--- src/rtl/core/ipv4hv_pkg.sv ---
package ipv4hv_pkg;

    // Verdict codes, first failing check wins
    typedef enum logic [3:0] {
        RSN_OK       = 4'd0,
        RSN_SHORT    = 4'd1,
        RSN_VERSION  = 4'd2,
        RSN_IHL      = 4'd3,
        RSN_TOTLEN   = 4'd4,
        RSN_TTL      = 4'd5,
        RSN_PROTO    = 4'd6,
        RSN_CKSUM    = 4'd7,
        RSN_TCPTRUNC = 4'd8,
        RSN_TCPOFF   = 4'd9,
        RSN_UDPTRUNC = 4'd10,
        RSN_UDPLEN   = 4'd11
    } reason_t;

    // Header layout and limits
    localparam logic [16:0] MIN_HDR_BYTES = 17'd20;
    localparam logic [16:0] UDP_HDR_BYTES = 17'd8;
    localparam logic [16:0] CNT_SAT       = 17'h10000;
    localparam logic [3:0]  IP_VERSION    = 4'd4;

    // Byte offsets from the start of the IPv4 header
    localparam logic [16:0] OFS_TOTLEN_HI = 17'd2;
    localparam logic [16:0] OFS_TOTLEN_LO = 17'd3;
    localparam logic [16:0] OFS_TTL       = 17'd8;
    localparam logic [16:0] OFS_PROTO     = 17'd9;
    localparam logic [16:0] OFS_CKSUM_HI  = 17'd10;
    localparam logic [16:0] OFS_CKSUM_LO  = 17'd11;

    // Byte offsets from the end of the IPv4 header
    localparam logic [16:0] OFS_UDPLEN_HI = 17'd4;
    localparam logic [16:0] OFS_UDPLEN_LO = 17'd5;
    localparam logic [16:0] OFS_TCPOFF    = 17'd12;

    // Protocol numbers
    localparam logic [7:0] PROTO_ICMP  = 8'd1;
    localparam logic [7:0] PROTO_IGMP  = 8'd2;
    localparam logic [7:0] PROTO_TCP   = 8'd6;
    localparam logic [7:0] PROTO_UDP   = 8'd17;
    localparam logic [7:0] PROTO_IPV6  = 8'd41;
    localparam logic [7:0] PROTO_GRE   = 8'd47;
    localparam logic [7:0] PROTO_ESP   = 8'd50;
    localparam logic [7:0] PROTO_AH    = 8'd51;
    localparam logic [7:0] PROTO_ICMP6 = 8'd58;

    // Queue between front and back
    localparam int QUEUE_DEPTH = 2;
    localparam int QPTR_W      = (QUEUE_DEPTH > 1) ? $clog2(QUEUE_DEPTH) : 1;
    localparam int QCNT_W      = $clog2(QUEUE_DEPTH + 1);

    // Captured packet summary handed from front to back
    typedef struct packed {
        logic [16:0] size;
        logic [3:0]  version;
        logic [3:0]  header_words;
        logic [15:0] total_length;
        logic [7:0]  ttl;
        logic [7:0]  protocol;
        logic [15:0] declared_sum;
        logic [15:0] running_sum;
        logic [3:0]  tcp_offset;
        logic [15:0] udp_length;
    } pkt_summary_t;

    // Queue status seen by the front and back
    typedef struct packed {
        logic empty;
        logic full;
    } queue_status_t;

    function automatic logic proto_known(input logic [7:0] p);
        logic known;
        known = (p == PROTO_ICMP) || (p == PROTO_IGMP) || (p == PROTO_TCP) ||
                (p == PROTO_UDP) || (p == PROTO_IPV6) || (p == PROTO_GRE) ||
                (p == PROTO_ESP) || (p == PROTO_AH) || (p == PROTO_ICMP6);
        return known;
    endfunction

endpackage

--- src/rtl/core/ipv4hv_front.sv ---
module ipv4hv_front
    import ipv4hv_pkg::*;
(
    input  logic          clk,
    input  logic          rst_n,
    input  logic [7:0]    data_byte,
    input  logic          last_byte,
    input  logic          in_valid,
    output logic          in_stall,
    input  queue_status_t q_status,
    output logic          push,
    output pkt_summary_t  push_data
);

    logic [16:0] count_reg, count_next, count_upd;
    logic [3:0]  version_reg, version_next, version_upd;
    logic [3:0]  hw_reg, hw_next, hw_upd;
    logic [15:0] totlen_reg, totlen_next, totlen_upd;
    logic [7:0]  ttl_reg, ttl_next, ttl_upd;
    logic [7:0]  proto_reg, proto_next, proto_upd;
    logic [15:0] decl_reg, decl_next, decl_upd;
    logic [15:0] sum_reg, sum_next, sum_upd;
    logic [7:0]  hold_reg, hold_next, hold_upd;
    logic [3:0]  tcpoff_reg, tcpoff_next, tcpoff_upd;
    logic [15:0] udplen_reg, udplen_next, udplen_upd;

    logic        fire;
    logic [16:0] hlen;
    logic [16:0] word_sum;

    assign in_stall = q_status.full;
    assign fire     = in_valid && !in_stall;
    assign push     = fire && last_byte;

    // Field capture and header sum for the current byte
    always_comb
    begin
        version_upd = version_reg;
        hw_upd      = hw_reg;
        totlen_upd  = totlen_reg;
        ttl_upd     = ttl_reg;
        proto_upd   = proto_reg;
        decl_upd    = decl_reg;
        sum_upd     = sum_reg;
        hold_upd    = hold_reg;
        tcpoff_upd  = tcpoff_reg;
        udplen_upd  = udplen_reg;
        word_sum    = {1'b0, sum_reg} + {1'b0, hold_reg, data_byte};

        if (count_reg == 17'd0)
        begin
            version_upd = data_byte[7:4];
            hw_upd      = data_byte[3:0];
        end
        hlen = {11'd0, hw_upd, 2'b00};

        if (count_reg == OFS_TOTLEN_HI) totlen_upd[15:8] = data_byte;
        if (count_reg == OFS_TOTLEN_LO) totlen_upd[7:0]  = data_byte;
        if (count_reg == OFS_TTL)       ttl_upd          = data_byte;
        if (count_reg == OFS_PROTO)     proto_upd        = data_byte;
        if (count_reg == OFS_CKSUM_HI)  decl_upd[15:8]   = data_byte;
        if (count_reg == OFS_CKSUM_LO)  decl_upd[7:0]    = data_byte;

        // ones' complement sum, checksum word skipped, folded every add
        if ((count_reg < hlen) && (count_reg != OFS_CKSUM_HI) &&
            (count_reg != OFS_CKSUM_LO))
        begin
            if (!count_reg[0])
                hold_upd = data_byte;
            else
                sum_upd = word_sum[15:0] + {15'd0, word_sum[16]};
        end

        // transport header fields just past the IPv4 header
        if (count_reg == hlen + OFS_TCPOFF)    tcpoff_upd       = data_byte[7:4];
        if (count_reg == hlen + OFS_UDPLEN_HI) udplen_upd[15:8] = data_byte;
        if (count_reg == hlen + OFS_UDPLEN_LO) udplen_upd[7:0]  = data_byte;

        // saturating byte counter
        count_upd = (count_reg == CNT_SAT) ? count_reg : count_reg + 17'd1;
    end

    // Summary of the finished packet
    always_comb
    begin
        push_data.size         = count_upd;
        push_data.version      = version_upd;
        push_data.header_words = hw_upd;
        push_data.total_length = totlen_upd;
        push_data.ttl          = ttl_upd;
        push_data.protocol     = proto_upd;
        push_data.declared_sum = decl_upd;
        push_data.running_sum  = sum_upd;
        push_data.tcp_offset   = tcpoff_upd;
        push_data.udp_length   = udplen_upd;
    end

    // Hold, advance, or clear after the last byte
    always_comb
    begin
        count_next   = count_reg;
        version_next = version_reg;
        hw_next      = hw_reg;
        totlen_next  = totlen_reg;
        ttl_next     = ttl_reg;
        proto_next   = proto_reg;
        decl_next    = decl_reg;
        sum_next     = sum_reg;
        hold_next    = hold_reg;
        tcpoff_next  = tcpoff_reg;
        udplen_next  = udplen_reg;
        if (fire && last_byte)
        begin
            count_next   = '0;
            version_next = '0;
            hw_next      = '0;
            totlen_next  = '0;
            ttl_next     = '0;
            proto_next   = '0;
            decl_next    = '0;
            sum_next     = '0;
            hold_next    = '0;
            tcpoff_next  = '0;
            udplen_next  = '0;
        end
        else if (fire)
        begin
            count_next   = count_upd;
            version_next = version_upd;
            hw_next      = hw_upd;
            totlen_next  = totlen_upd;
            ttl_next     = ttl_upd;
            proto_next   = proto_upd;
            decl_next    = decl_upd;
            sum_next     = sum_upd;
            hold_next    = hold_upd;
            tcpoff_next  = tcpoff_upd;
            udplen_next  = udplen_upd;
        end
    end

    always_ff @(posedge clk or negedge rst_n)
    begin
        if (!rst_n)
        begin
            count_reg   <= '0;
            version_reg <= '0;
            hw_reg      <= '0;
            totlen_reg  <= '0;
            ttl_reg     <= '0;
            proto_reg   <= '0;
            decl_reg    <= '0;
            sum_reg     <= '0;
            hold_reg    <= '0;
            tcpoff_reg  <= '0;
            udplen_reg  <= '0;
        end
        else
        begin
            count_reg   <= count_next;
            version_reg <= version_next;
            hw_reg      <= hw_next;
            totlen_reg  <= totlen_next;
            ttl_reg     <= ttl_next;
            proto_reg   <= proto_next;
            decl_reg    <= decl_next;
            sum_reg     <= sum_next;
            hold_reg    <= hold_next;
            tcpoff_reg  <= tcpoff_next;
            udplen_reg  <= udplen_next;
        end
    end

endmodule

--- src/rtl/core/ipv4hv_queue.sv ---
module ipv4hv_queue
    import ipv4hv_pkg::*;
(
    input  logic          clk,
    input  logic          rst_n,
    input  logic          push,
    input  pkt_summary_t  push_data,
    input  logic          pop,
    output pkt_summary_t  head,
    output queue_status_t status
);

    pkt_summary_t      entry_reg [QUEUE_DEPTH];
    logic [QPTR_W-1:0] wr_ptr_reg, wr_ptr_next;
    logic [QPTR_W-1:0] rd_ptr_reg, rd_ptr_next;
    logic [QCNT_W-1:0] count_reg, count_next;
    logic              do_push, do_pop;

    localparam logic [QPTR_W-1:0] PTR_LAST = QPTR_W'(QUEUE_DEPTH - 1);
    localparam logic [QCNT_W-1:0] CNT_FULL = QCNT_W'(QUEUE_DEPTH);

    assign status.empty = (count_reg == '0);
    assign status.full  = (count_reg == CNT_FULL);
    assign do_push      = push && !status.full;
    assign do_pop       = pop && !status.empty;
    assign head         = entry_reg[rd_ptr_reg];

    // Pointer and occupancy update
    always_comb
    begin
        wr_ptr_next = wr_ptr_reg;
        rd_ptr_next = rd_ptr_reg;
        count_next  = count_reg;
        if (do_push)
            wr_ptr_next = (wr_ptr_reg == PTR_LAST) ? '0 : wr_ptr_reg + 1'b1;
        if (do_pop)
            rd_ptr_next = (rd_ptr_reg == PTR_LAST) ? '0 : rd_ptr_reg + 1'b1;
        if (do_push && !do_pop)
            count_next = count_reg + 1'b1;
        else if (do_pop && !do_push)
            count_next = count_reg - 1'b1;
    end

    always_ff @(posedge clk or negedge rst_n)
    begin
        if (!rst_n)
        begin
            wr_ptr_reg <= '0;
            rd_ptr_reg <= '0;
            count_reg  <= '0;
        end
        else
        begin
            wr_ptr_reg <= wr_ptr_next;
            rd_ptr_reg <= rd_ptr_next;
            count_reg  <= count_next;
        end
    end

    // Entry storage, no reset needed
    always_ff @(posedge clk)
    begin
        if (do_push)
            entry_reg[wr_ptr_reg] <= push_data;
    end

endmodule

--- src/rtl/core/ipv4hv_back.sv ---
module ipv4hv_back
    import ipv4hv_pkg::*;
(
    input  logic          clk,
    input  logic          rst_n,
    input  pkt_summary_t  head,
    input  queue_status_t q_status,
    output logic          pop,
    output logic          flagged,
    output logic [3:0]    reason_code,
    output logic          out_valid,
    input  logic          out_stall
);

    logic    valid_reg, valid_next;
    logic    flagged_reg;
    reason_t reason_reg;
    reason_t verdict;

    logic [16:0] hlen;
    logic [16:0] totlen_ext;
    logic [16:0] tcp_bytes;
    logic [16:0] udp_ext;

    assign pop         = !q_status.empty && (!valid_reg || !out_stall);
    assign out_valid   = valid_reg;
    assign flagged     = flagged_reg;
    assign reason_code = reason_reg;

    // Checks in priority order on the queue head
    always_comb
    begin
        hlen       = {11'd0, head.header_words, 2'b00};
        totlen_ext = {1'b0, head.total_length};
        tcp_bytes  = {11'd0, head.tcp_offset, 2'b00};
        udp_ext    = {1'b0, head.udp_length};
        verdict    = RSN_OK;
        priority if (head.size < MIN_HDR_BYTES)
            verdict = RSN_SHORT;
        else if (head.version != IP_VERSION)
            verdict = RSN_VERSION;
        else if ((hlen < MIN_HDR_BYTES) || (hlen > head.size))
            verdict = RSN_IHL;
        else if ((totlen_ext < hlen) || (totlen_ext != head.size))
            verdict = RSN_TOTLEN;
        else if (head.ttl == 8'd0)
            verdict = RSN_TTL;
        else if (!proto_known(head.protocol))
            verdict = RSN_PROTO;
        else if (head.declared_sum != ~head.running_sum)
            verdict = RSN_CKSUM;
        else if (head.protocol == PROTO_TCP)
        begin
            if (head.size < hlen + MIN_HDR_BYTES)
                verdict = RSN_TCPTRUNC;
            else if ((tcp_bytes < MIN_HDR_BYTES) || (hlen + tcp_bytes > head.size))
                verdict = RSN_TCPOFF;
        end
        else if (head.protocol == PROTO_UDP)
        begin
            if (head.size < hlen + UDP_HDR_BYTES)
                verdict = RSN_UDPTRUNC;
            else if ((udp_ext < UDP_HDR_BYTES) || (hlen + udp_ext != head.size))
                verdict = RSN_UDPLEN;
        end
        else
            verdict = RSN_OK;
    end

    // Output register valid
    always_comb
    begin
        valid_next = valid_reg;
        if (pop)
            valid_next = 1'b1;
        else if (!out_stall)
            valid_next = 1'b0;
    end

    always_ff @(posedge clk or negedge rst_n)
    begin
        if (!rst_n)
            valid_reg <= 1'b0;
        else
            valid_reg <= valid_next;
    end

    // Result payload
    always_ff @(posedge clk)
    begin
        if (pop)
        begin
            flagged_reg <= (verdict != RSN_OK);
            reason_reg  <= verdict;
        end
    end

endmodule

--- src/rtl/core/ipv4_header_validator_unit.sv ---
// Channel   Signals                           Direction  Transfer
// input     data_byte, last_byte              in         in_valid && !in_stall
// result    flagged, reason_code              out        out_valid && !out_stall
//
// One byte per cycle is taken while in_stall is low; a packet's verdict passes
// from its last byte through the summary queue, then the verdict register.
// The sustained rate is set by the front capture stage, one byte per clock while in_stall is low.
// rst_n clears the byte counter, captured fields, queue and output valid.
// in_stall rises only when the two-entry summary queue is full, which happens
// only when finished packets keep arriving while the result side is stalled.
module ipv4_header_validator_unit
    import ipv4hv_pkg::*;
(
    input  logic       clk,
    input  logic       rst_n,
    input  logic [7:0] data_byte,
    input  logic       last_byte,
    input  logic       in_valid,
    output logic       in_stall,
    output logic       flagged,
    output logic [3:0] reason_code,
    output logic       out_valid,
    input  logic       out_stall
);

    queue_status_t q_status;
    pkt_summary_t  push_data;
    pkt_summary_t  head;
    logic          push;
    logic          pop;

    // Byte capture and header sum
    ipv4hv_front u_front (
        .clk       (clk),
        .rst_n     (rst_n),
        .data_byte (data_byte),
        .last_byte (last_byte),
        .in_valid  (in_valid),
        .in_stall  (in_stall),
        .q_status  (q_status),
        .push      (push),
        .push_data (push_data)
    );

    // Packet summary queue
    ipv4hv_queue u_queue (
        .clk       (clk),
        .rst_n     (rst_n),
        .push      (push),
        .push_data (push_data),
        .pop       (pop),
        .head      (head),
        .status    (q_status)
    );

    // Verdict and result register
    ipv4hv_back u_back (
        .clk         (clk),
        .rst_n       (rst_n),
        .head        (head),
        .q_status    (q_status),
        .pop         (pop),
        .flagged     (flagged),
        .reason_code (reason_code),
        .out_valid   (out_valid),
        .out_stall   (out_stall)
    );

`ifndef SYNTHESIS
    // queue cannot be empty and full at once
    a_queue_status: assert property (@(posedge clk) disable iff (!rst_n)
        !(q_status.empty && q_status.full))
        else $error("summary queue reports empty and full");

    // a finished packet always lands in the queue
    a_push_lands: assert property (@(posedge clk) disable iff (!rst_n)
        (in_valid && !in_stall && last_byte) |=> !q_status.empty)
        else $error("packet summary lost");

    // flag agrees with the reason code
    a_flag_match: assert property (@(posedge clk) disable iff (!rst_n)
        out_valid |-> (flagged == (reason_code != RSN_OK)))
        else $error("flag and reason code disagree");

    // a pop always refills the result register
    a_pop_result: assert property (@(posedge clk) disable iff (!rst_n)
        pop |=> out_valid)
        else $error("popped summary produced no result");
`endif

endmodule
--- config.mk ---
export PLATFORM = sky130hd
export DESIGN_NAME = ipv4_header_validator_unit
export DESIGN_NICKNAME = d
export VERILOG_FILES = /design/src/rtl/core/ipv4hv_pkg.sv /design/src/rtl/core/ipv4hv_front.sv /design/src/rtl/core/ipv4hv_queue.sv /design/src/rtl/core/ipv4hv_back.sv /design/src/rtl/core/ipv4_header_validator_unit.sv
export SDC_FILE = /design/constraint.sdc
export NUM_CORES = 1
export LEC_CHECK = 0
export BUFFER_PORTS_ARGS = -buffer_cell sky130_fd_sc_hd__buf_2
export CORE_ASPECT_RATIO = 1.5
export CORE_MARGIN = 5
export CORE_UTILIZATION = 50
export CTS_BUF_LIST = sky130_fd_sc_hd__clkbuf_16
export CTS_CLUSTER_DIAMETER = 30
export DETAILED_ROUTE_END_ITERATION = 8
export PLACE_DENSITY = 0.68
export SYNTH_ARGS = -nofsm -noshare
export SYNTH_HDL_FRONTEND = slang
export SYNTH_SLANG_ARGS = --single-unit
--- constraint.sdc ---
create_clock -name clk -period 9.85 [get_ports clk]
set_input_delay 0 -clock clk [delete_from_list [all_inputs] [get_ports clk]]
set_output_delay 0 -clock clk [all_outputs]
set_load 0.02 [all_outputs]
# After elaboration in Yosys (flattened, before gate mapping)
# Memory sizes are Yosys's and may differ from the RTL's.
# Cells that the tools add are included.
dict set report op_classes {
  reduce_logical 36
  eq_ne 28
  order_cmp 10
  n_bitwise 1
  addsub 14
  mux 59
}
# op n
set ops {}
lappend ops {{$mux 16} 10}
lappend ops {{$mux 8} 16}
lappend ops {{$mux 4} 22}
lappend ops {{$eq 17x4->1 const B} 4}
lappend ops {{$eq 17x17->1} 3}
lappend ops {{$mux 17} 3}
lappend ops {{$eq 8x6->1 const B} 5}
lappend ops {{$eq 17x2->1 const B} 2}
lappend ops {{$lt 17x17->1} 2}
lappend ops {{$ne 17x4->1 const B} 2}
lappend ops {{$add 16x16->17} 1}
lappend ops {{$add 17x1->17 const B} 1}
lappend ops {{$add 6x16->17} 1}
lappend ops {{$eq 17x17->1 const B} 1}
lappend ops {{$gt 17x17->1} 1}
lappend ops {{$gt 6x17->1} 1}
lappend ops {{$logic_not 17->1} 1}
lappend ops {{$lt 17x5->1 const B} 1}
lappend ops {{$lt 17x6->1} 1}
lappend ops {{$ne 16x17->1} 1}
lappend ops {{$ne 17x17->1} 1}
lappend ops {{$add 16x1->16} 1}
lappend ops {{$lt 16x4->1 const B} 1}
lappend ops {{$lt 16x6->1} 1}
lappend ops {{27 further kinds} 65}
dict set report totals {
  word_cells 166
  regBits 127
  output_inout_bits 7
  ramBits 218
  n_memories 1
  inputBits 13
}
# name words width read_ports rd_clocked_by_memory_dff wr line_no
set memory_table {}
lappend memory_table {u_queue.entry_reg 2 109 1 0 1 ipv4hv_queue.sv:13} ;# pkt_summary_t entry_reg [QUEUE_DEPTH];

# Depth between registers and ports, before layout
# Gate-level depths: netlist of the first run.
# An unclocked memory read counts as a cell.
dict set report depth {
  ltp_word 17
  mapped_depth 20
  depth_no_buf 18
}

# Cells and area by module
# A second synthesis of the first run with hierarchy kept.
dict set report unflattened {
  cells_unflattened 1496
  area_unflattened_um2 18186.2
}
# module n_inst seq_area_each_um2 cells_per_inst area_each_um2
set modules_own_cells {}
lappend modules_own_cells {ipv4hv_queue 1 6646.4 358 8099.0}
lappend modules_own_cells {ipv4hv_front 1 2927.8 838 7731.2}
lappend modules_own_cells {ipv4hv_back 1 175.2 300 2356.0}

# Worst setup path before layout of the first run
# Ideal clock, no wire load.
dict set report synth_timing {
  kind {reg2reg}
  start {register u_queue.count_reg[0]}
  end {memory u_queue.entry_reg[0][0] (netlist bit), enable pin}
  t_arrival_ns 8.698
  stages_incl_launch_ff 7
  setup_ns 0.711
  synth_period_minus_slack_ns 9.409
  setup_slack_ns 0.441
  path_buffers 3
  t_required_ns 9.139
  path_cell_list {dfrtp_1 nand2b_1 nand2_1 clkbuf_1 clkbuf_1 clkbuf_1 nor3_1}
}
dict set report synth_between {
  elab_chain_len 7
}
# element line_no
set synth_lines {}
lappend synth_lines {{start, declared} ipv4hv_queue.sv:16} ;# logic [QCNT_W-1:0] count_reg, count_next;
lappend synth_lines {{start signal, assigned} ipv4hv_queue.sv:56} ;# count_reg <= count_next;
lappend synth_lines {{$eq 2x2->1 *} ipv4hv_queue.sv:23} ;# assign status.full = (count_reg == CNT_FULL);
lappend synth_lines {{$logic_not 1->1 *} {ipv4hv_front.sv:32, ipv4hv_queue.sv:24}}
lappend synth_lines {{$logic_and 1x1->1} ipv4hv_front.sv:32} ;# assign fire = in_valid && !in_stall;
lappend synth_lines {{$logic_and 1x1->1} ipv4hv_front.sv:33} ;# assign push = fire && last_byte;
lappend synth_lines {{$logic_and 1x1->1 *} ipv4hv_queue.sv:24} ;# assign do_push = push && !status.full;
lappend synth_lines {{$mux 1 *} ipv4hv_queue.sv:63} ;# if (do_push)
lappend synth_lines {{$mux 1 (not written as such) *} ipv4hv_queue.sv:64} ;# entry_reg[wr_ptr_reg] <= push_data;
lappend synth_lines {{end, declared} ipv4hv_queue.sv:13}
# Every way passes the cells marked *; elsewhere a longest branch is shown, timed or not.

# Final worst setup path of the first run
dict set report layout_timing {
  start {register u_queue.rd_ptr_reg}
  end {register u_back.flagged_reg, in the netlist u_back.flagged, data pin}
}
dict set report layout_between {
  elab_chain_len 17
  word_cells_on_any_way 55
  classes_between {add/sub: 4; order compare: 9; eq/ne: 13; mux: 13; bitwise: 1; reduce/logical: 14; memory: 1}
}
# element line_no
set layout_lines {}
lappend layout_lines {{start, declared} ipv4hv_queue.sv:15} ;# logic [QPTR_W-1:0] rd_ptr_reg, rd_ptr_next;
lappend layout_lines {{start signal, assigned} ipv4hv_queue.sv:55} ;# rd_ptr_reg <= rd_ptr_next;
lappend layout_lines {{$mem_v2 2x109 *} --}
lappend layout_lines {{parallel branches: the longest is 14 deep, another holds $gt 17x17->1} --}
lappend layout_lines {{$mux 4 *} ipv4hv_back.sv:38} ;# priority if (head.size < MIN_HDR_BYTES)
lappend layout_lines {{$reduce_bool 4->1 *} ipv4hv_back.sv:93} ;# flagged_reg <= (verdict != RSN_OK);
lappend layout_lines {{end signal, assigned} ipv4hv_back.sv:93}
lappend layout_lines {{end, declared} ipv4hv_back.sv:16} ;# logic flagged_reg;
# Every way passes the cells marked *.
# A chain may end at the register's enable or synchronous reset.

==> impl_metrics.xml, run 1 <==
<?xml version="1.0" encoding="UTF-8"?>
<metrics>
  <group name="drt">
    <metric name="dr.first_iter.drc_count" unit="">776</metric>
    <metric name="routed-via-count" unit="">12103</metric>
    <metric name="detail_route.wirelength" unit="µm">45500</metric>
    <metric name="wire_per_inst" unit="µm">22.7</metric>
    <metric name="remaining_drc_errors" unit="">0</metric>
    <metric name="vias_per_cell" unit="">6.02</metric>
    <metric name="detailedRoute.firstPassIterationCount" unit="">5</metric>
    <metric name="antenna_left" unit="">0</metric>
  </group>
  <group name="sta">
    <metric name="final.setup_skew" unit="ns">0.0185</metric>
    <metric name="fmax" unit="MHz">183</metric>
    <metric name="timing.final.crit_period" unit="ns">5.45</metric>
    <metric name="setup_violations" unit="">0</metric>
    <metric name="worst_pin_slew" unit="ns">1.19</metric>
    <metric name="final.period_utilization" unit="">0.553</metric>
    <metric name="timing.slew.headroom" unit="">0.201</metric>
    <metric name="final_max_slew_viol_count" unit="">0</metric>
    <metric name="final_hold_viol_count" unit="">0</metric>
    <metric name="unrepaired_setup_endpoints_after_global_routing" unit="">false</metric>
    <metric name="tns" unit="ns">0</metric>
  </group>
  <group name="placement">
    <metric name="numPortBuffers" unit="">19</metric>
    <metric name="gp_congestion" unit="">0.891</metric>
    <metric name="place_hpwl" unit="µm">31400</metric>
  </group>
  <group name="power">
    <metric name="sw_pwr" unit="W">0.00226</metric>
    <metric name="static_power_due_to_leakage" unit="nW">7.83</metric>
    <metric name="seq_power_share" unit="">0.366</metric>
    <metric name="share_clk_of_total_power" unit="">0.252</metric>
    <metric name="worst_ir_drop_vdd" unit="mV">0.208</metric>
    <metric name="share_of_total_power_consumed_by_net_switching" unit="">0.382</metric>
    <metric name="pwrdens" unit="mW/mm²">296</metric>
    <metric name="power.share.combinational" unit="">0.382</metric>
    <metric name="cell_internal_pwr" unit="W">0.00366</metric>
  </group>
  <group name="synthesis">
    <metric name="synthesis.instances" unit="">1480</metric>
    <metric name="yosys_warnings" unit="">0</metric>
    <metric name="syn-mean-instance-area" unit="µm²">12.1</metric>
    <metric name="syn-num-nets" unit="">1559</metric>
    <metric name="synth.yosys.seq_area_share" unit="">0.543</metric>
    <metric name="synth_seq_cells" unit="">345</metric>
    <metric name="synth.lib_cells_used.distinct" unit="">84</metric>
    <metric name="yosys.area.top_type_share" unit="">0.373</metric>
    <metric name="synth_area_leaders" unit="">edfxtp_1 37%, dfrtp_1 17%, mux2_2 5.0%</metric>
    <metric name="postSynth.topFlopCell" unit="">edfxtp_1</metric>
    <metric name="synthArstFlopShare" unit="">0.354</metric>
    <metric name="cell_type_contributing_the_most_total_cell_area_after_synthesis" unit="">edfxtp_1</metric>
    <metric name="netlist_area" unit="mm²">0.0180</metric>
    <metric name="synth_edf_count" unit="">223</metric>
  </group>
  <group name="setup_path">
    <metric name="critical_path_peak_fanout" unit="">63</metric>
    <metric name="r2r-end" unit="">u_back.flagged</metric>
    <metric name="regToRegStartpoint" unit="">u_queue.rd_ptr_reg</metric>
    <metric name="critPathLaunchType" unit="">flop</metric>
    <metric name="crit_start" unit="">u_queue.rd_ptr_reg</metric>
    <metric name="crit_path_end_kind" unit="">flop</metric>
    <metric name="crit_path_end" unit="">u_back.flagged</metric>
    <metric name="worstRegToRegCells" unit="">13</metric>
    <metric name="critical_path.max_stage_delay" unit="ns">0.84</metric>
    <metric name="crit_slowest_cell" unit="">a2111oi_0</metric>
    <metric name="crit_chain" unit="">buf_4, mux2i_1, inv_1, ha_1, nor2b_1, o21ai_1, a211oi_1, nor3b_1, o211ai_1, a2111oi_0, a21oi_1, o221ai_1, o211ai_1</metric>
    <metric name="timing.critical_path.required" unit="ns">10.12</metric>
    <metric name="worst_ep_arrival_time" unit="ns">5.72</metric>
    <metric name="timing.setup.critical_path_class" unit="">reg -&gt; reg</metric>
    <metric name="regToRegSetupSlack" unit="ns">4.40</metric>
    <metric name="path_common_cell" unit="">o211ai_1</metric>
  </group>
  <group name="final_layout">
    <metric name="largest_register_ff_count" unit="">218</metric>
    <metric name="drive_above_1_share" unit="">0.141</metric>
    <metric name="num-nets-final" unit="">1576</metric>
    <metric name="finalCoreUtilization" unit="">0.559</metric>
    <metric name="syn_to_final_growth" unit="%">11.2</metric>
  </group>
  <group name="global_routing">
    <metric name="grt_max_degree" unit="">74</metric>
    <metric name="number_of_antenna_violations_at_the_first_check_in_global_routing" unit="">1</metric>
    <metric name="global_route.usage.total" unit="">0.229</metric>
    <metric name="wire_length_of_the_first_global_routing_pass" unit="µm">70400</metric>
    <metric name="grt_remaining_overflow" unit="">0</metric>
    <metric name="first_global_vias" unit="">12264</metric>
  </group>
  <group name="cts">
    <metric name="clock_tree.root_cell" unit="">clkbuf_16</metric>
    <metric name="clkTransAtPathRegs" unit="ns">0.06</metric>
    <metric name="cts_resized" unit="">0</metric>
    <metric name="cts-htree-levels" unit="">2</metric>
    <metric name="tritoncts" unit="">built</metric>
    <metric name="ctsLongestPathBuffers" unit="">3</metric>
    <metric name="tritoncts.num_buffers" unit="">41</metric>
    <metric name="clkLatencyLatePin" unit="ns">0.55</metric>
    <metric name="cts.repair_timing.setup_buffer_count" unit="">0</metric>
    <metric name="number_of_sinks_handled_by_clock_tree_synthesis" unit="">345</metric>
  </group>
  <group name="job">
    <metric name="drv_cap" unit="">0</metric>
  </group>
  <group name="die">
    <metric name="die_x" unit="µm">165</metric>
    <metric name="row_count" unit="">85</metric>
    <metric name="boundary_pins" unit="">20</metric>
    <metric name="core_region_area" unit="mm²">0.0357</metric>
    <metric name="start_util" unit="">0.503</metric>
    <metric name="die_height" unit="µm">242</metric>
    <metric name="die_area" unit="mm²">0.0399</metric>
  </group>
  <group name="outcome">
    <metric name="status" unit="">finished, final reports clean</metric>
  </group>
  <group name="min_path">
    <metric name="hold_path_class" unit="">in -&gt; reg</metric>
    <metric name="worst_hold_path.num_cells" unit="">3</metric>
  </group>
</metrics>
stage by stage:
| step | area, µm² | std cells | hold WS [ns] | worst slack (ns) | total power [W] |
|---|---|---|---|---|---|
| 6_report | 20000 | 2009 | 0.0288 | 4.40 | 0.00592 |
| 2_1_floorplan | 18000 | 1480 | -0.296 | 0.441 | 0.00384 |
| 5_1_grt | 20000 | 2009 | 0.0387 | 3.87 | 0.00626 |
| 3_3_place_gp | 18500 | 1925 | -0.0116 | 4.49 | 0.00437 |
| 4_1_cts | 20000 | 2008 | 0.0165 | 4.32 | 0.00594 |
| 3_5_place_dp | 18500 | 1925 | -0.000476 | 4.34 | 0.00443 |
cell usage after synthesis, types with 16 or more instances:
| cell | count |
|---|---|
| nor4_1 | 27 |
| nor3_1 | 20 |
| inv_1 | 45 |
| dfrtp_1 | 122 |
| xor2_1 | 73 |
| a22o_1 | 74 |
| a21o_1 | 19 |
| nor3b_1 | 18 |
| mux2i_1 | 30 |
| nand3_1 | 36 |
| o21ai_0 | 50 |
| a22oi_1 | 16 |
| mux2_2 | 80 |
| nor2_1 | 68 |
| edfxtp_1 | 223 |
| ha_1 | 63 |
| a21oi_1 | 49 |
| xnor2_1 | 67 |
| clkbuf_1 | 48 |
| nor2b_1 | 16 |
| nand2_1 | 96 |
| o21ai_1 | 17 |
critical path: cells and delay by family, from the launching register on:
| family | cells | cell delay (ns) |
|---|---|---|
| DFF | 1 | 0.68 |
| and+or+nand+nor | 2 | 0.37 |
| buffers and inverters | 2 | 0.91 |
| muxes | 1 | 0.57 |
| adders and majority gates | 1 | 0.42 |
| AOI/OAI and AO/OA | 7 | 2.19 |
logic make-up (layout without fill, tap and decap cells):
kind of cell | after synthesis | after routing | share of synthesized area
other | 0 | 1 | 0
AND/OR/NAND/NOR | 382 | 382 | 0.116
buffers and inverters | 108 | 158 | 0.0245
XOR/XNOR | 141 | 141 | 0.0696
adder cells (fa/ha/maj) | 66 | 66 | 0.0472
multiplexers | 115 | 115 | 0.0716
flip-flops | 345 | 345 | 0.543
AO/OA/AOI/OAI | 323 | 323 | 0.129
layout by cell type (no fill, tap or decap), types with 50 or more instances in the layout:
cell and instances:
mux2_2 80, xor2_1 73, nor2_1 66, o21ai_0 50, a22o_1 74, nand2_1 95
ha_1 63, xnor2_1 67, edfxtp_1 223, dfrtp_1 121
worst min-delay path by stage:
stage                       startpoint                     to  slack, ns
after floorplan                  rst_n       u_back.out_valid      -0.30
after global placement           rst_n    u_front.hold_reg[1]      -0.01
after detailed placement         rst_n    u_front.hold_reg[1]    -0.0005
after CTS                    last_byte  u_front.udplen_reg[2]       0.02
after global routing      data_byte[4]    u_front.hold_reg[4]       0.04
final                     data_byte[4]    u_front.hold_reg[4]       0.03
per-layer routing:
layer | GRT usage | part of all wire
met4 | 0.106 | 0.050
met1 | 0.268 | 0.38
met3 | 0.0214 | 0.029
met5 | 0 | 0
met2 | 0.416 | 0.54
area by class of cell:
type	instances	area, µm²
diodes	1	2.50
clock buffers	42	1050
well taps	478	598
clock inverters	34	332
repair buffers	36	264
flip-flops and latches	345	9750
inverters	46	173
multi-input cells	1027	7800
fillers	3015	15800
power groups by stage:
stage	Sequential (W)	Combinational [W]	Clock, W
finish	0.00217	0.00226	0.00149
global route	0.00220	0.00249	0.00157
CTS	0.00216	0.00226	0.00151
detailed placement	0.00219	0.00224	0
global placement	0.00218	0.00219	0
floorplan	0.00213	0.00171	0
timing repair:
item                       in CTS  in global routing
hold endpoints to repair       59                  0
hold buffers                    7                  0
setup endpoints to repair       0                  0
No activity file was read; power rests on OpenSTA's default activity.
==> run 2: changes to the inputs <==
Clock period 9.85 ns to 5 ns, I/O delays scaled along.
==> run 2 against run 1 <==
Global-route usage increased by 0.28 points. Sequential power increased by 98%. Hold slack improved by 0.0090 ns. Sequential share of layout area decreased by 0.34 points. Highest routed layer unchanged. Maximum frequency increased by 22%. Final area increased by 0.70%. Largest power group unchanged. Die area unchanged.
==> impl_metrics.xml, run 2 (same netlist as run 1, synthesis figures left out) <==
<?xml version="1.0" encoding="UTF-8"?>
<metrics>
  <group name="placement">
    <metric name="placed_cell_area" unit="mm²">0.0186</metric>
    <metric name="gp_congestion" unit="">0.901</metric>
    <metric name="place_hpwl" unit="µm">32800</metric>
    <metric name="numPortBuffers" unit="">19</metric>
    <metric name="detailedPlace.worstSlack" unit="ns">0.198</metric>
  </group>
  <group name="sta">
    <metric name="worst_pin_slew" unit="ns">1.10</metric>
    <metric name="fmax" unit="MHz">224</metric>
    <metric name="final_hold_viol_count" unit="">0</metric>
    <metric name="final.setup_skew" unit="ns">0.0280</metric>
    <metric name="unrepaired_setup_endpoints_after_global_routing" unit="">false</metric>
    <metric name="timing.final.crit_period" unit="ns">4.47</metric>
    <metric name="final_max_slew_viol_count" unit="">0</metric>
    <metric name="post-route-worst-setup-slack" unit="ns">0.528</metric>
    <metric name="tns" unit="ns">0</metric>
    <metric name="setup_violations" unit="">0</metric>
    <metric name="timing.slew.headroom" unit="">0.266</metric>
    <metric name="timing.hold.ws" unit="ns">0.0378</metric>
    <metric name="final.period_utilization" unit="">0.894</metric>
  </group>
  <group name="setup_path">
    <metric name="crit_slowest_cell" unit="">dfrtp_2</metric>
    <metric name="timing.critical_path.required" unit="ns">5.27</metric>
    <metric name="critical_path_peak_fanout" unit="">57</metric>
    <metric name="critical_path.max_stage_delay" unit="ns">0.62</metric>
    <metric name="worst_ep_arrival_time" unit="ns">4.74</metric>
    <metric name="critPathLaunchType" unit="">flop</metric>
    <metric name="crit_path_end_kind" unit="">flop</metric>
    <metric name="crit_chain" unit="">buf_4, mux2i_1, fa_1, nor2b_1, o21ai_1, a221oi_1, xor2_1, nand3_1, a2111oi_1, buf_4, a21oi_1, o221ai_1, o211ai_1</metric>
    <metric name="path_common_cell" unit="">buf_4</metric>
    <metric name="timing.setup.critical_path_class" unit="">reg -&gt; reg</metric>
  </group>
  <group name="drt">
    <metric name="vias_per_cell" unit="">6.04</metric>
    <metric name="dr.first_iter.drc_count" unit="">706</metric>
    <metric name="detailedRoute.firstPassIterationCount" unit="">5</metric>
    <metric name="wire_per_inst" unit="µm">22.9</metric>
    <metric name="antenna_left" unit="">0</metric>
    <metric name="routed-via-count" unit="">12194</metric>
    <metric name="detail_route.wirelength" unit="µm">46200</metric>
    <metric name="remaining_drc_errors" unit="">0</metric>
  </group>
  <group name="power">
    <metric name="worst_ir_drop_vdd" unit="mV">0.388</metric>
    <metric name="share_of_total_power_consumed_by_net_switching" unit="">0.369</metric>
    <metric name="sw_pwr" unit="W">0.00436</metric>
    <metric name="static_power_due_to_leakage" unit="nW">7.92</metric>
    <metric name="cell_internal_pwr" unit="W">0.00746</metric>
    <metric name="share_clk_of_total_power" unit="">0.262</metric>
    <metric name="seq_power_share" unit="">0.363</metric>
    <metric name="pwrdens" unit="mW/mm²">588</metric>
    <metric name="power.share.combinational" unit="">0.375</metric>
  </group>
  <group name="global_routing">
    <metric name="grt_max_degree" unit="">75</metric>
    <metric name="number_of_antenna_violations_at_the_first_check_in_global_routing" unit="">0</metric>
    <metric name="grt_remaining_overflow" unit="">0</metric>
    <metric name="first_global_vias" unit="">12420</metric>
    <metric name="global_route.usage.total" unit="">0.232</metric>
    <metric name="wire_length_of_the_first_global_routing_pass" unit="µm">70900</metric>
  </group>
  <group name="die">
    <metric name="core_region_area" unit="mm²">0.0357</metric>
    <metric name="start_util" unit="">0.503</metric>
    <metric name="die_area" unit="mm²">0.0399</metric>
    <metric name="die_x" unit="µm">165</metric>
    <metric name="row_count" unit="">85</metric>
    <metric name="boundary_pins" unit="">20</metric>
    <metric name="die_height" unit="µm">242</metric>
  </group>
  <group name="final_layout">
    <metric name="layout_common_cells" unit="">223 x edfxtp_1, 121 x dfrtp_1, 95 x nand2_1</metric>
    <metric name="largest_register_ff_count" unit="">218</metric>
    <metric name="syn_to_final_growth" unit="%">11.9</metric>
    <metric name="multi_input_combinational_cell_area" unit="mm²">0.00781</metric>
    <metric name="finalCoreUtilization" unit="">0.563</metric>
    <metric name="n_antenna_cell" unit="">0</metric>
    <metric name="most_frequent_standard_cell_in_the_layout_excluding_fill_and_tap_cells" unit="">edfxtp_1</metric>
    <metric name="drive_above_1_share" unit="">0.148</metric>
    <metric name="nFillCells" unit="">3006</metric>
    <metric name="stdcell_area" unit="mm²">0.0201</metric>
    <metric name="seq_area" unit="mm²">0.00975</metric>
    <metric name="num-nets-final" unit="">1587</metric>
  </group>
  <group name="cts">
    <metric name="clock_tree.root_cell" unit="">clkbuf_16</metric>
    <metric name="tritoncts" unit="">built</metric>
    <metric name="clkTransAtPathRegs" unit="ns">0.06</metric>
    <metric name="tritoncts.num_buffers" unit="">41</metric>
    <metric name="number_of_sinks_handled_by_clock_tree_synthesis" unit="">345</metric>
    <metric name="clkLatencyLatePin" unit="ns">0.56</metric>
    <metric name="cts-htree-levels" unit="">2</metric>
    <metric name="ctsLongestPathBuffers" unit="">3</metric>
  </group>
  <group name="job">
    <metric name="drv_cap" unit="">0</metric>
  </group>
  <group name="min_path">
    <metric name="hold_path_class" unit="">in -&gt; reg</metric>
  </group>
  <group name="outcome">
    <metric name="status" unit="">finished, final reports clean</metric>
  </group>
</metrics>
==> run 2: through the flow <==
| stage | power, W | std cells |
|---|---|---|
| after floorplan | 0.00755 | 1480 |
| after global placement | 0.00861 | 1939 |
| after detailed placement | 0.00874 | 1939 |
| after CTS | 0.0118 | 2019 |
| after global routing | 0.0125 | 2019 |
| final | 0.0118 | 2019 |
==> run 2: path summary, 6_finish.rpt <==
path / startpoint / endpoint / slack [ns] / cells after the start
worst min-delay path: last_byte / u_front.udplen_reg[5] / 0.04 / 3
min in group asynchronous: rst_n / u_front.count_reg[11] / 0.07 / 2
max in group asynchronous: rst_n / u_queue.rd_ptr_reg / 3.45 / 3
worst min register to register: u_back.out_valid / u_back.out_valid / 0.48 / 2
worst max register to register: u_queue.rd_ptr_reg / u_back.flagged / 0.53 / 13
worst max-delay path: u_queue.rd_ptr_reg / u_back.flagged / 0.53 / 13
==> run 2: what timing repair did <==
action / 4_1_cts / 5_1_grt
buffers inserted: 0 / 0
hold endpoints to repair: 61 / 0
gates resized for setup: 0 / 1
endpoints found under the setup margin: 0 / 3
hold buffers: 4 / 0
==> run 2: power groups by stage <==
stage                     Combinational, W  Clock [W]  Sequential (W)
after detailed placement           0.00440          0         0.00434
after global routing               0.00491    0.00325         0.00434
after floorplan                    0.00338          0         0.00417
after global placement             0.00430          0         0.00431
final                              0.00444    0.00309         0.00429
after CTS                          0.00444    0.00312         0.00428
==> run 2: critical path, delay by kind of cell (launching register included) <==
family          cells  cell delay, ns
flops               1            0.62
xor+xnor            1            0.22
fa+ha+maj           1            0.47
mux                 1            0.23
simple gates        2            0.25
compound gates      6            1.58
buf+inv             2            0.79
==> run 2: final cells by class <==
cell class / instances / area share
inverter: 46 / 0.00858
timing repair buffer: 47 / 0.0170
sequential: 345 / 0.485
clock inverter: 34 / 0.0192
multi-input combinational: 1027 / 0.388
clock buffer: 42 / 0.0523
tap: 478 / 0.0297
==> run 2: per-layer routing <==
metal / wire length (µm) / up-vias / share of wire / track usage
li1: - / 5673 / - / -
met1: 16900 / 6059 / 0.37 / 0.259
met2: 24700 / 336 / 0.53 / 0.419
met3: 1600 / 126 / 0.035 / 0.0249
met4: 3030 / 0 / 0.066 / 0.135
met5: 0 / - / 0 / 0
==> run 3: changes to the inputs <==
Settings changed: CORE_ASPECT_RATIO 1.5 to 0.9, RECOVER_POWER from default to 50.
==> run 3 against run 2 <==
The run now ends with max-capacitance violations, max-slew violations left. Final cell count rose by 1.7%. Die area down 0.18%. First-iteration DRC count increased by 48%. Clock power grew 50%. Utilization up 3.0 points. Via count is 4.1% higher. Sequential share of layout area shrank 1.9 points. Largest cell class unchanged.
==> impl_metrics.xml, run 3 (same netlist as run 1, synthesis figures left out) <==
<?xml version="1.0" encoding="UTF-8"?>
<metrics>
  <group name="cts">
    <metric name="ctsLongestPathBuffers" unit="">3</metric>
    <metric name="number_of_sinks_handled_by_clock_tree_synthesis" unit="">345</metric>
    <metric name="cts.repair_timing.setup_buffer_count" unit="">0</metric>
    <metric name="cts-htree-levels" unit="">3</metric>
    <metric name="tritoncts.num_buffers" unit="">68</metric>
    <metric name="clock_tree.root_cell" unit="">clkbuf_16</metric>
    <metric name="tritoncts" unit="">built</metric>
    <metric name="clkTransAtPathRegs" unit="ns">0.05</metric>
    <metric name="cts_resized" unit="">0</metric>
    <metric name="clkLatencyLatePin" unit="ns">0.57</metric>
  </group>
  <group name="drt">
    <metric name="detail_route.wirelength" unit="µm">48000</metric>
    <metric name="remaining_drc_errors" unit="">0</metric>
    <metric name="vias_per_cell" unit="">6.19</metric>
    <metric name="detailedRoute.firstPassIterationCount" unit="">5</metric>
    <metric name="routed-via-count" unit="">12700</metric>
    <metric name="dr.first_iter.drc_count" unit="">1048</metric>
    <metric name="antenna_left" unit="">0</metric>
    <metric name="wire_per_inst" unit="µm">23.4</metric>
  </group>
  <group name="sta">
    <metric name="timing.slew.headroom" unit="">-1.36</metric>
    <metric name="unrepaired_setup_endpoints_after_global_routing" unit="">false</metric>
    <metric name="final_hold_viol_count" unit="">0</metric>
    <metric name="tns" unit="ns">0</metric>
    <metric name="setup_violations" unit="">0</metric>
    <metric name="final_max_slew_viol_count" unit="">225</metric>
    <metric name="fmax" unit="MHz">213</metric>
    <metric name="timing.final.crit_period" unit="ns">4.69</metric>
    <metric name="final.setup_skew" unit="ns">0.0239</metric>
    <metric name="worst_pin_slew" unit="ns">3.55</metric>
    <metric name="final.period_utilization" unit="">0.937</metric>
  </group>
  <group name="die">
    <metric name="row_count" unit="">65</metric>
    <metric name="boundary_pins" unit="">20</metric>
    <metric name="die_x" unit="µm">210</metric>
    <metric name="die_area" unit="mm²">0.0398</metric>
    <metric name="die_height" unit="µm">190</metric>
    <metric name="start_util" unit="">0.509</metric>
    <metric name="core_region_area" unit="mm²">0.0353</metric>
  </group>
  <group name="setup_path">
    <metric name="timing.setup.critical_path_class" unit="">reg -&gt; reg</metric>
    <metric name="regToRegSetupSlack" unit="ns">0.31</metric>
    <metric name="worst_ep_arrival_time" unit="ns">4.86</metric>
    <metric name="critPathLaunchType" unit="">flop</metric>
    <metric name="worstRegToRegCells" unit="">5</metric>
    <metric name="r2r-end" unit="">u_queue.entry_reg[0][96]</metric>
    <metric name="crit_path_end_kind" unit="">flop</metric>
    <metric name="crit_start" unit="">u_queue.count_reg[0]</metric>
    <metric name="timing.critical_path.required" unit="ns">5.18</metric>
    <metric name="crit_path_end" unit="">u_queue.entry_reg[0][96]</metric>
    <metric name="critical_path_peak_fanout" unit="">109</metric>
    <metric name="regToRegStartpoint" unit="">u_queue.count_reg[0]</metric>
  </group>
  <group name="job">
    <metric name="drv_cap" unit="">4</metric>
  </group>
  <group name="placement">
    <metric name="dpl.cell_count" unit="">1928</metric>
    <metric name="numPortBuffers" unit="">19</metric>
    <metric name="place_hpwl" unit="µm">32100</metric>
    <metric name="gp_congestion" unit="">0.934</metric>
  </group>
  <group name="final_layout">
    <metric name="num-nets-final" unit="">1611</metric>
    <metric name="syn_to_final_growth" unit="%">16.5</metric>
    <metric name="drive_above_1_share" unit="">0.142</metric>
    <metric name="layout_common_cells" unit="">223 x edfxtp_1, 121 x dfrtp_1, 96 x nand2_1</metric>
    <metric name="finalCoreUtilization" unit="">0.593</metric>
    <metric name="stdcell_count" unit="">2053</metric>
    <metric name="n_antenna_cell" unit="">0</metric>
    <metric name="nFillCells" unit="">2822</metric>
    <metric name="most_frequent_standard_cell_in_the_layout_excluding_fill_and_tap_cells" unit="">edfxtp_1</metric>
    <metric name="largest_register_ff_count" unit="">218</metric>
  </group>
  <group name="outcome">
    <metric name="violations_in_the_final_reports" unit="">max-capacitance violations, max-slew violations</metric>
    <metric name="status" unit="">finished, violations left</metric>
  </group>
  <group name="global_routing">
    <metric name="wire_length_of_the_first_global_routing_pass" unit="µm">74000</metric>
    <metric name="global_route.usage.total" unit="">0.240</metric>
    <metric name="number_of_antenna_violations_at_the_first_check_in_global_routing" unit="">0</metric>
    <metric name="first_global_vias" unit="">12392</metric>
    <metric name="grt_remaining_overflow" unit="">0</metric>
    <metric name="grt_max_degree" unit="">110</metric>
  </group>
  <group name="power">
    <metric name="worst_ir_drop_vdd" unit="mV">0.411</metric>
    <metric name="pwrdens" unit="mW/mm²">639</metric>
    <metric name="static_power_due_to_leakage" unit="nW">8.35</metric>
  </group>
  <group name="min_path">
    <metric name="hold_path_class" unit="">in -&gt; reg</metric>
    <metric name="worst_hold_path.num_cells" unit="">4</metric>
  </group>
</metrics>
## run 3: power by group
group / switching (W) / total, W / internal, W
sequential: 0.000457 / 0.00430 / 0.00384
clock: 0.00161 / 0.00462 / 0.00302
combinational: 0.00272 / 0.00446 / 0.00174
## run 3: final cells by class
class	count	area (µm²)	share of cell area
clock inverters	52	601	0.0287
repair buffers	44	294	0.0140
well taps	469	587	0.0280
clock buffers	70	1750	0.0837
flip-flops and latches	345	9750	0.466
multi-input cells	1027	7780	0.372
inverters	46	173	0.00825
## run 3: what timing repair did
item	CTS	global route
hold endpoints to repair	62	0
hold buffers	3	0
setup endpoints to repair	0	0
## run 3: worst max-delay path: stages, from the launching register on
cell	delay [ns]
dfrtp_1	0.41
nand2b_1	0.22
nand2_1	1.13
clkbuf_2	1.17
nor3_4	0.41
buf_6	0.86
## run 3: worst min path at each step
| stage | from | to | slack [ns] |
|---|---|---|---|
| 6_report | data_byte[0] | u_front.hold_reg[0] | 0.04 |
| 5_1_grt | data_byte[0] | u_front.hold_reg[0] | 0.04 |
| 4_1_cts | rst_n | u_front.decl_reg[7] | 0.01 |
| 3_5_place_dp | rst_n | u_front.sum_reg[5] | 0.03 |
| 3_3_place_gp | rst_n | u_front.sum_reg[5] | 0.02 |
| 2_1_floorplan | rst_n | u_back.out_valid | -0.30 |
## run 3: layer usage
metal / track usage / up-vias / share of wire
li1: - / 5732 / -
met3: 0.0645 / 85 / 0.094
met1: 0.349 / 6309 / 0.44
met4: 0.0851 / 0 / 0.031
met5: 0 / - / 0
met2: 0.349 / 574 / 0.43
## run 3: per-stage QoR
step           hold WS, ns  total power [W]  area, µm²  setup WS, ns
6_report            0.0375           0.0134      20900         0.314
2_1_floorplan       -0.296          0.00755      18000        0.0759
4_1_cts             0.0102           0.0134      21000         0.345
3_5_place_dp        0.0324          0.00872      18600         0.379
3_3_place_gp        0.0220          0.00860      18600         0.446
5_1_grt             0.0430           0.0141      20900        0.0275
